`src/design/bls_pkg.sv`:
```
// Package of shared types and constants for the bounded LIFO stack with search.
`timescale 1ns / 1ps

package bls_pkg;

  // Widths of a stack word, a command code, the capacity and the fixed result fields.
  localparam int unsigned WordW  = 32;
  localparam int unsigned CmdW   = 3;
  localparam int unsigned CapW   = 7;
  localparam int unsigned PosW   = 6;
  localparam int unsigned CountW = 7;

  // Capacity register value after reset.
  localparam logic [CapW-1:0] CapReset = 7'd64;

  // Command codes carried by a request.
  typedef enum logic [CmdW-1:0] {
    CMD_PUSH   = 3'd0,
    CMD_POP    = 3'd1,
    CMD_PEEK   = 3'd2,
    CMD_CLEAR  = 3'd3,
    CMD_SEARCH = 3'd4
  } cmd_e;

  // Sequencer states of the controller.
  typedef enum logic {
    ST_IDLE,
    ST_SEARCH
  } state_e;

  // Result fields other than the data word.
  typedef struct packed {
    logic              status;
    logic [PosW-1:0]   position;
    logic [CountW-1:0] count;
    logic              empty;
    logic              full;
  } res_t;

endpackage

```
`src/design/bls_mem.sv`:
```
// Single-port-write, single-port-read stack memory with a registered read.
`timescale 1ns / 1ps

module bls_mem #(
  parameter int unsigned DEPTH = 64,
  parameter int unsigned AW    = 6
) (
  input  logic                      clk_i,
  input  logic                      we_i,
  input  logic [AW-1:0]             waddr_i,
  input  logic [bls_pkg::WordW-1:0] wdata_i,
  input  logic [AW-1:0]             raddr_i,
  output logic [bls_pkg::WordW-1:0] rdata_o
);
  import bls_pkg::*;

  logic [WordW-1:0] mem [DEPTH];
  logic [WordW-1:0] rdata_q;

  // Write port and registered read port; a read of the address being written returns the old word.
  always_ff @(posedge clk_i) begin
    if (we_i) begin
      mem[waddr_i] <= wdata_i;
    end
    rdata_q <= mem[raddr_i];
  end

  assign rdata_o = rdata_q;

endmodule

```
`src/design/bls_ctrl.sv`:
```
// Command sequencer: stack pointer, search walk and result registers.
`timescale 1ns / 1ps

module bls_ctrl #(
  parameter int unsigned DEPTH = 64,
  parameter int unsigned AW    = 6,
  parameter int unsigned CW    = 7
) (
  input  logic                              clk_i,
  input  logic                              rst_ni,
  input  logic                              start_i,
  input  logic [bls_pkg::CmdW-1:0]          command_i,
  input  logic signed [bls_pkg::WordW-1:0]  value_i,
  input  logic [bls_pkg::CapW-1:0]          cap_i,
  output logic                              busy_o,
  output logic                              valid_o,
  output bls_pkg::res_t                     res_o,
  output logic signed [bls_pkg::WordW-1:0]  data_o,
  output logic                              mem_we_o,
  output logic [AW-1:0]                     mem_waddr_o,
  output logic [bls_pkg::WordW-1:0]         mem_wdata_o,
  output logic [AW-1:0]                     mem_raddr_o,
  input  logic [bls_pkg::WordW-1:0]         mem_rdata_i
);
  import bls_pkg::*;

  // Common width for comparing the count against the capacity.
  localparam int unsigned XW = (CW > CapW) ? CW : CapW;
  // Width that holds both an index and the position field.
  localparam int unsigned PW = (AW > PosW) ? AW : PosW;

  state_e           state_q, state_d;
  logic [CW-1:0]    top_q, top_d;
  logic [AW-1:0]    idx_q, idx_d;
  logic [WordW-1:0] key_q, key_d;
  logic             valid_q, valid_d;
  logic             sel_rd_q, sel_rd_d;
  res_t             res_q, res_d;

  logic [XW-1:0] eff_cap;
  logic [XW-1:0] cap_x;
  logic [XW-1:0] top_nx;
  logic [CW-1:0] top_dec;
  logic [AW-1:0] idx_dec;
  logic [PW-1:0] pos_x;
  logic          accept;
  logic          match;

  // Effective capacity saturates at the built depth.
  assign cap_x   = XW'(cap_i);
  assign eff_cap = (cap_x < XW'(DEPTH)) ? cap_x : XW'(DEPTH);

  assign accept  = start_i && (state_q == ST_IDLE);
  assign top_dec = top_q - CW'(1);
  assign idx_dec = idx_q - AW'(1);
  assign match   = (mem_rdata_i == key_q);
  assign pos_x   = PW'(idx_q);
  assign top_nx  = XW'(top_d);

  // Next state, stack pointer, memory access and result fields.
  always_comb begin
    state_d     = state_q;
    top_d       = top_q;
    idx_d       = idx_q;
    key_d       = key_q;
    valid_d     = 1'b0;
    sel_rd_d    = 1'b0;
    mem_we_o    = 1'b0;
    mem_waddr_o = top_q[AW-1:0];
    mem_wdata_o = value_i;
    mem_raddr_o = (top_q == '0) ? '0 : top_dec[AW-1:0];
    res_d       = res_q;
    res_d.status   = 1'b1;
    res_d.position = '0;

    unique case (state_q)
      ST_IDLE: begin
        if (accept) begin
          valid_d = 1'b1;
          unique case (command_i)
            CMD_PUSH: begin
              if (XW'(top_q) < eff_cap) begin
                mem_we_o     = 1'b1;
                top_d        = top_q + CW'(1);
                res_d.status = 1'b0;
              end
            end
            CMD_POP: begin
              if (top_q != '0) begin
                top_d        = top_dec;
                sel_rd_d     = 1'b1;
                res_d.status = 1'b0;
              end
            end
            CMD_PEEK: begin
              if (top_q != '0) begin
                sel_rd_d     = 1'b1;
                res_d.status = 1'b0;
              end
            end
            CMD_CLEAR: begin
              top_d        = '0;
              res_d.status = 1'b0;
            end
            CMD_SEARCH: begin
              // The read issued now returns the top entry for the first compare.
              if (top_q != '0) begin
                valid_d = 1'b0;
                idx_d   = top_dec[AW-1:0];
                key_d   = value_i;
                state_d = ST_SEARCH;
              end
            end
            default: begin
              res_d.status = 1'b1;
            end
          endcase
        end
      end
      ST_SEARCH: begin
        // One entry is compared per cycle while the next one below is read.
        mem_raddr_o = (idx_q == '0) ? '0 : idx_dec;
        if (match) begin
          valid_d        = 1'b1;
          res_d.status   = 1'b0;
          res_d.position = pos_x[PosW-1:0];
          state_d        = ST_IDLE;
        end else if (idx_q == '0) begin
          valid_d = 1'b1;
          state_d = ST_IDLE;
        end else begin
          idx_d = idx_dec;
        end
      end
      default: begin
        state_d = ST_IDLE;
      end
    endcase

    res_d.count = top_nx[CountW-1:0];
    res_d.empty = (top_d == '0);
    res_d.full  = (top_nx >= eff_cap);
  end

  // Control registers.
  always_ff @(posedge clk_i or negedge rst_ni) begin
    if (!rst_ni) begin
      state_q  <= ST_IDLE;
      top_q    <= '0;
      valid_q  <= 1'b0;
      sel_rd_q <= 1'b0;
    end else begin
      state_q  <= state_d;
      top_q    <= top_d;
      valid_q  <= valid_d;
      sel_rd_q <= sel_rd_d;
    end
  end

  // Payload registers.
  always_ff @(posedge clk_i) begin
    idx_q <= idx_d;
    key_q <= key_d;
    res_q <= res_d;
  end

  assign busy_o  = (state_q == ST_SEARCH);
  assign valid_o = valid_q;
  assign res_o   = res_q;
  // The memory read register holds the popped or peeked word in the result cycle.
  assign data_o  = sel_rd_q ? mem_rdata_i : '0;

endmodule

```
`src/design/bounded_lifo_stack_with_search_unit.sv`:
```
// Top level of the bounded LIFO stack with search: capacity register and instances.
//
//   Channel   Signals                                     Direction  Handshake
//   request   start_i, command_i, value_i                 in         start_i && !busy_o
//   result    valid_o, status_o, data_o, position_o,      out        valid_o, one cycle
//             count_o, empty_res_o, full_res_o
//   config    cfg_we_i, cfg_wdata_i                       in         cfg_we_i
//
// For push, pop, peek, clear and unknown commands the result appears in the cycle
// after the request and a new request may be taken then.
// Search compares one entry per cycle through the memory read port, top down,
// and keeps busy_o high until a match is found or the bottom entry is compared;
// a search of an empty stack answers without raising busy_o.
// Reset clears the count and sets the capacity to 64; memory words are not cleared.
// The receiver cannot stall: each result is valid for exactly one cycle.
`timescale 1ns / 1ps

module bounded_lifo_stack_with_search_unit #(
  parameter int unsigned DEPTH = 64
) (
  input  logic                              clk_i,
  input  logic                              rst_ni,
  input  logic                              start_i,
  output logic                              busy_o,
  input  logic [bls_pkg::CmdW-1:0]          command_i,
  input  logic signed [bls_pkg::WordW-1:0]  value_i,
  input  logic                              cfg_we_i,
  input  logic [bls_pkg::CapW-1:0]          cfg_wdata_i,
  output logic                              valid_o,
  output logic                              status_o,
  output logic signed [bls_pkg::WordW-1:0]  data_o,
  output logic [bls_pkg::PosW-1:0]          position_o,
  output logic [bls_pkg::CountW-1:0]        count_o,
  output logic                              empty_res_o,
  output logic                              full_res_o
);
  import bls_pkg::*;

  localparam int unsigned AW = (DEPTH > 1) ? $clog2(DEPTH) : 1;
  localparam int unsigned CW = $clog2(DEPTH + 1);

  logic [CapW-1:0]  cap_q;
  res_t             res;
  logic             mem_we;
  logic [AW-1:0]    mem_waddr;
  logic [WordW-1:0] mem_wdata;
  logic [AW-1:0]    mem_raddr;
  logic [WordW-1:0] mem_rdata;

  // Capacity register.
  always_ff @(posedge clk_i or negedge rst_ni) begin
    if (!rst_ni) begin
      cap_q <= CapReset;
    end else if (cfg_we_i) begin
      cap_q <= cfg_wdata_i;
    end
  end

  bls_ctrl #(
    .DEPTH (DEPTH),
    .AW    (AW),
    .CW    (CW)
  ) u_ctrl (
    .clk_i       (clk_i),
    .rst_ni      (rst_ni),
    .start_i     (start_i),
    .command_i   (command_i),
    .value_i     (value_i),
    .cap_i       (cap_q),
    .busy_o      (busy_o),
    .valid_o     (valid_o),
    .res_o       (res),
    .data_o      (data_o),
    .mem_we_o    (mem_we),
    .mem_waddr_o (mem_waddr),
    .mem_wdata_o (mem_wdata),
    .mem_raddr_o (mem_raddr),
    .mem_rdata_i (mem_rdata)
  );

  bls_mem #(
    .DEPTH (DEPTH),
    .AW    (AW)
  ) u_mem (
    .clk_i   (clk_i),
    .we_i    (mem_we),
    .waddr_i (mem_waddr),
    .wdata_i (mem_wdata),
    .raddr_i (mem_raddr),
    .rdata_o (mem_rdata)
  );

  // Result fields.
  assign status_o    = res.status;
  assign position_o  = res.position;
  assign count_o     = res.count;
  assign empty_res_o = res.empty;
  assign full_res_o  = res.full;

endmodule

```
`config.mk`:
```
export PLATFORM = sky130hd
export DESIGN_NAME = bounded_lifo_stack_with_search_unit
export DESIGN_NICKNAME = d
export VERILOG_FILES = /design/src/design/bls_pkg.sv /design/src/design/bls_mem.sv /design/src/design/bls_ctrl.sv /design/src/design/bounded_lifo_stack_with_search_unit.sv
export SDC_FILE = /design/constraint.sdc
export NUM_CORES = 2
export LEC_CHECK = 0
export BUFFER_PORTS_ARGS = -buffer_cell sky130_fd_sc_hd__clkbuf_2
export CORE_ASPECT_RATIO = 1.5
export CORE_MARGIN = 2
export CORE_UTILIZATION = 50
export CTS_CLUSTER_DIAMETER = 30
export CTS_CLUSTER_SIZE = 30
export DETAILED_ROUTE_END_ITERATION = 8
export GPL_ROUTABILITY_DRIVEN = 0
export PLACE_DENSITY = 0.67
export SLEW_MARGIN = 10
export SYNTH_ARGS = -nofsm -noshare
export SYNTH_HDL_FRONTEND = slang
export SYNTH_SLANG_ARGS = --single-unit
```
`constraint.sdc`:
```
create_clock -name clk_i -period 5.9 [get_ports clk_i]
set_clock_uncertainty 0.15 [all_clocks]
set_input_delay 0.885 -clock clk_i [delete_from_list [all_inputs] [get_ports clk_i]]
set_output_delay 0.885 -clock clk_i [all_outputs]
set_load 0.05 [all_outputs]
```
After elaboration in Yosys (flattened, before gate mapping)
Memories as Yosys holds them, arrays and structs flattened. A register that Yosys moved wholly into a read port is not among the register bits.
Index checks and enable logic that the tools add are counted.

operators by class
  $add $sub $neg = 3
  magnitude comparators = 3
  equal/unequal tests = 10
  mux-type cells = 42
  bitwise gates (word level) = 1
  reductions and logical operators = 10

operators by type and width
  kind                                                                    count
  6-bit 2-to-1 mux                                                        8
  7-bit 2-to-1 mux                                                        6
  32-bit equality test                                                    1
  32-bit 2-to-1 mux                                                       1
  1-bit 2-to-1 mux                                                        21
  7-bit case mux with 3 select lines                                      1
  7-bit logical NOT                                                       2
  6-bit case mux with 2 select lines                                      1
  2-bit != test (second input constant)                                   4
  7-bit by 1-bit adder with 7-bit output (second input constant)          1
  7-bit greater-or-equal comparator                                       1
  7-bit less-than comparator                                              1
  7-bit less-than comparator (second input constant)                      1
  7-bit nonzero test                                                      1
  7-bit by 1-bit subtractor with 7-bit output (second input constant)     1
  3-bit by 2-bit equality test with 1-bit output (second input constant)  2
  6-bit logical NOT                                                       1
  1-bit case mux with 2 select lines                                      3
  6-bit by 1-bit subtractor with 6-bit output (second input constant)     1
  5-bit AND reduction                                                     1
  4-bit AND reduction                                                     1
  3-bit by 1-bit equality test with 1-bit output (second input constant)  1
  3-bit equality test (second input constant)                             1
  3-bit logical NOT                                                       1
  6 further kinds                                                         6

word-level totals
  register bits = 71
  memory bits (writable) = 2048
  output and inout bits = 50
  logic and storage cells = 82
  memories = 1

memories
  name       words  width  rd ports  clocked after memory_dff  write ports  line           text
  u_mem.mem  64     32     1         1                         1            bls_mem.sv:17  logic [WordW-1:0] mem [DEPTH];

Longest topological paths before layout
  depth after elaboration = 9
  gate-level depth with buffers = 20

By module
From an unflattened synthesis, not the netlist that was laid out.

second synthesis, totals
  cells, all modules = 3691
  area, all modules = 82625.5 um2

modules (own cells, without submodules)
  module                               times used  cells an instance  area an instance (um2)  sequential area each (um2)
  bls_mem                              1           3324               78515.3                 62139.6
  bls_ctrl                             1           352                3817.4                  1711.6
  bounded_lifo_stack_with_search_unit  1           15                 292.8                   176.4

Worst setup path before layout
Ideal clock, no wire load.

  path type = reg2reg
  start = register cap_q[6]
  end = memory u_mem.mem[14][0] (enable)
  data arrival time = 3.925 ns
  data required time = 5.329 ns
  slack = 1.404 ns
  stages on the path, launching flop included = 12
  path buffers = 1
  clock period less this slack = 4.496 ns
  cells stage by stage = dfstp_2 -> inv_1 -> nand2_1 -> ha_1 -> a21o_1 -> a21o_1 -> a21oi_1 -> o21ai_0 -> clkbuf_1 -> nor4_1 -> nand3_1 -> nor2_1

between the ends
  cells in the longest elaborated chain, start to end = 9

ends and longest elaborated chain
  what                                      line                                       text
  from (decl)                               bounded_lifo_stack_with_search_unit.sv:42  logic [CapW-1:0] cap_q;
  from (signal assigned)                    bounded_lifo_stack_with_search_unit.sv:53  cap_q <= CapReset;
  from (signal assigned)                    bounded_lifo_stack_with_search_unit.sv:55  cap_q <= cfg_wdata_i;
  7-bit less-than comparator                bls_ctrl.sv:51                             assign eff_cap = (cap_x < XW'(DEPTH)) ? cap_x : XW'(DEPTH);
  7-bit 2-to-1 mux *                        bls_ctrl.sv:51
  7-bit less-than comparator *              bls_ctrl.sv:82                             if (XW'(top_q) < eff_cap) begin
  1-bit 2-to-1 mux *                        bls_ctrl.sv:82
  1-bit 2-to-1 mux *                        bls_ctrl.sv:80                             unique case (command_i)
  1-bit 2-to-1 mux *                        bls_ctrl.sv:78                             if (accept) begin
  1-bit 2-to-1 mux *                        bls_ctrl.sv:76                             unique case (state_q)
  1-bit 2-to-1 mux *                        bls_mem.sv:22                              if (we_i) begin
  1-bit 2-to-1 mux (implied by the code) *  bls_mem.sv:23                              mem[waddr_i] <= wdata_i;
  to (decl)                                 bls_mem.sv:17

Mark *: on every way between the ends. The rest lies on a longest branch, timed or not.

Final worst setup path
  start = register u_ctrl.top_q[0]
  end = register u_mem.rdata_q[22], in the netlist u_mem.rdata_o[22] (read register of u_mem.mem)

between the ends
  cells in the longest elaborated chain, start to end = 3
  elaborated cells on any way between the ends = 4
  those cells by class = 1 x add/sub; 2 x mux; 1 x reduce/logical

ends and longest elaborated chain
  what                                                                              line                            text
  from (decl)                                                                       bls_ctrl.sv:33                  logic [CW-1:0] top_q, top_d;
  from (signal assigned)                                                            bls_ctrl.sv:154                 top_q <= top_d;
  7-bit by 1-bit subtractor with 7-bit output or 7-bit logical NOT (tied branches)  bls_ctrl.sv:54, bls_ctrl.sv:71
  6-bit 2-to-1 mux *                                                                bls_ctrl.sv:71                  mem_raddr_o = (top_q == '0) ? '0 : top_dec[AW-1:0];
  6-bit 2-to-1 mux *                                                                bls_ctrl.sv:76
  to (decl)                                                                         bls_mem.sv:18                   logic [WordW-1:0] rdata_q;

Marks and branches as above.
A chain may end at the register's enable or synchronous reset.

==> results.ini <==
[global_route]
grt.total_usage=0.274
grt_overflow=0
grt_start_max_net_pins=151
grt_pass1_wl_um=337000
grt_pass1_vias=47079
antenna_found_initial=8

[synth]
async_flop_share=0.00790
synthSimpleGateAreaFrac=0.0577
synth_seq_cells=2151
ys_warn_count=0
synth.most_common_cell=edfxtp_1
synthMuxAreaShare=0.0870
yosysTopAreaCell=edfxtp_1
synth.avg_cell_area_um2=18.2
ys_seq_area_frac=0.762
synthTopCellsByArea=edfxtp_1, mux4_2, nand2_1
synth.distinct_cells=76
synthAdderAreaFrac=0.00283
synth_common_cells=edfxtp_1, nand2_1, mux4_2
synth-compound-area-share=0.0675
synthesis.nets=4675
synth_edf_count=2086
synth_xor_area_frac=0.00417
synth_top_family_by_area=multiplexers
synth_ff_type=edfxtp_1
synth_top_area_frac=0.746
syn-cell-area_um2=84000
synthCells=4610

[sta]
maxSlewViolCount=0
fin_ws_ns=0.425
fin_crit_ns=5.48
worstMarginPinSlew_ns=1.29
slew_headroom=0.132
setup_violations=0
min_period_over_period=0.928
timing.fmax_mhz=183
tns_ns=0
grt_setup_unrepaired=no
finalHoldViolCount=0

[routing]
drt_drc_violations_left=0
drt_iter0_markers=6341
wl_per_cell_um=32.1
num_vias=47651
wl_um=236000
vias_per_cell=6.48
ant_nets=0
drt_pass1_iterations=8

[setup_path]
worstPathCellList=inv_1 > ha_1 > nor4b_1 > nand2_1 > ha_1 > nor2_1 > a221o_4 > buf_4 > buf_4 > and4_1 > a31oi_1 > a211o_1 > a211oi_1 > buf_4 > a21oi_1 > o221ai_1
reg2regPathDepth=16
critPathKind=register to register
critPathMaxFanout=26
critPathLaunchType=register
critPathSlowestCell=a211oi_1
crit_required_ns=6.55
timing.rr.end=u_mem.rdata_o[22]$_DFF_P_
critPathMaxStageDelay_ns=1.06
cp.arrival_ns=6.13
rrSetupSlack_ns=0.42
reg2reg_from=u_ctrl.top_q[0]$_DFF_PN0_
end_kind=register
path_common_cell=buf_4

[floorplan]
coreArea_um2=167000
placementRows=184
dieArea_um2=171000
die_y_um=506
start_util=0.503
die_w_um=339
io_pins=96

[placed_design]
numPortBuffers=95
dpl.cell_count=6836
place_hpwl_um=135000
place_ws_ns=0.526

[clock_tree]
cts_inserted_buffers=297
clk_pin_slew_ns=0.06
clock_path_buffers=4
h-tree-depth=5
insertion_delay_ns=0.89
cts_num_sinks=2151
clockRootBuffer=clkbuf_16
cts_tree=done

[finish]
stdcell_count=7355
final_layout_size_suffix_gt1_frac=0.244
fin_nets=4969
area.growth.synth_to_final_pct=17.1
final_core_util=0.589

[worst_hold_path]
min_from=cfg_wdata_i[3]
hold_path_depth=2
hp-class=input pin to register
worstHoldEndpoint=cap_q[3]$_DFFE_PN0P_

[job]
cap_violations=0

[outcome]
status=completed

## placed cells by master (no fill, tap or decap), types with 72 or more instances in the layout
cell | Yosys | layout
nor2_1 | 149 | 82
and3_1 | 227 | 227
clkbuf_2 | 0 | 95
a21oi_1 | 73 | 73
mux4_2 | 318 | 318
clkbuf_16 | 0 | 302
o21ai_0 | 72 | 72
a211oi_1 | 118 | 118
edfxtp_1 | 2086 | 2086
nand2_1 | 386 | 383
buf_4 | 20 | 190
## cells by family (layout without fill, tap and decap cells)
| group | Yosys count | count (layout) |
|---|---|---|
| xor gates and xnor gates | 40 | 40 |
| AOI/OAI and AO/OA | 764 | 764 |
| buffers and inverters | 336 | 845 |
| muxes | 332 | 332 |
| other | 0 | 4 |
| adders and majority gates | 19 | 19 |
| DFF | 2151 | 2151 |
| and+or+nand+nor | 968 | 968 |
## stage by stage
step           instance area [µm²]  hold WS [ns]
2_1_floorplan                84000         0.331
3_3_place_gp                 88400         0.356
3_5_place_dp                 88400         0.347
4_1_cts                      98400        0.0183
5_1_grt                      98400        0.0364
6_report                     98400        0.0733
## worst max-delay path, delay by kind of cell (launching register included)
kind                     cells  cell delay, ns
AO/OA/AOI/OAI                6            2.00
adder cells (fa/ha/maj)      2            0.46
buffers and inverters        4            1.19
flip-flops                   1            0.49
AND/OR/NAND/NOR              4            1.06
## cell type report
type	instances	area, µm²
clock inverters	194	2270
diodes	4	10.0
inverters	13	48.8
flip-flops and latches	2151	64000
clock buffers	320	7630
well taps	2232	2790
fillers	12105	68800
multi-input cells	2123	19000
repair buffers	318	2550
## timing repair
item                                   CTS  global route
hold buffers                             1             0
buffers inserted                         0             0
gates resized for setup                  0             0
endpoints found under the hold margin   16             0
## worst max-delay path by stage
stage / start / endpoint / slack (ns) / cells past startpoint
finish: u_ctrl.top_q[0]$_DFF_PN0_ / u_mem.rdata_o[22]$_DFF_P_ / 0.42 / 16
global route: u_ctrl.top_q[0]$_DFF_PN0_ / u_mem.rdata_o[22]$_DFF_P_ / 0.24 / 16
CTS: u_ctrl.top_q[0]$_DFF_PN0_ / u_mem.rdata_o[22]$_DFF_P_ / 0.49 / 16
detailed placement: u_ctrl.top_q[0]$_DFF_PN0_ / u_mem.rdata_o[22]$_DFF_P_ / 0.53 / 16
global placement: u_ctrl.top_q[0]$_DFF_PN0_ / u_mem.rdata_o[22]$_DFF_P_ / 0.52 / 16
floorplan: cap_q[6]$_DFFE_PN1P_ / u_mem.mem[14][0]$_DFFE_PP_ / 1.40 / 11
## routing by layer
metal,GRT usage,up-vias,part of all wire
li1,-,19604,-
met2,0.440,2823,0.49
met1,0.357,24778,0.37
met4,0.136,0,0.053
met5,0,-,0
met3,0.0551,446,0.094
## registers in the layout, summed over array words and instances (netlist names), 6 cells and up
signal	flops
cap_q	7
u_mem.mem	2048
u_ctrl.top_q	7
u_mem.rdata_o	32
u_ctrl.idx_q	6
u_ctrl.res_o	16
u_ctrl.key_q	32
Power is left out: the tool's default activity adds up to more than one toggle a clock period on the data nets, which glitch-free logic cannot reach.
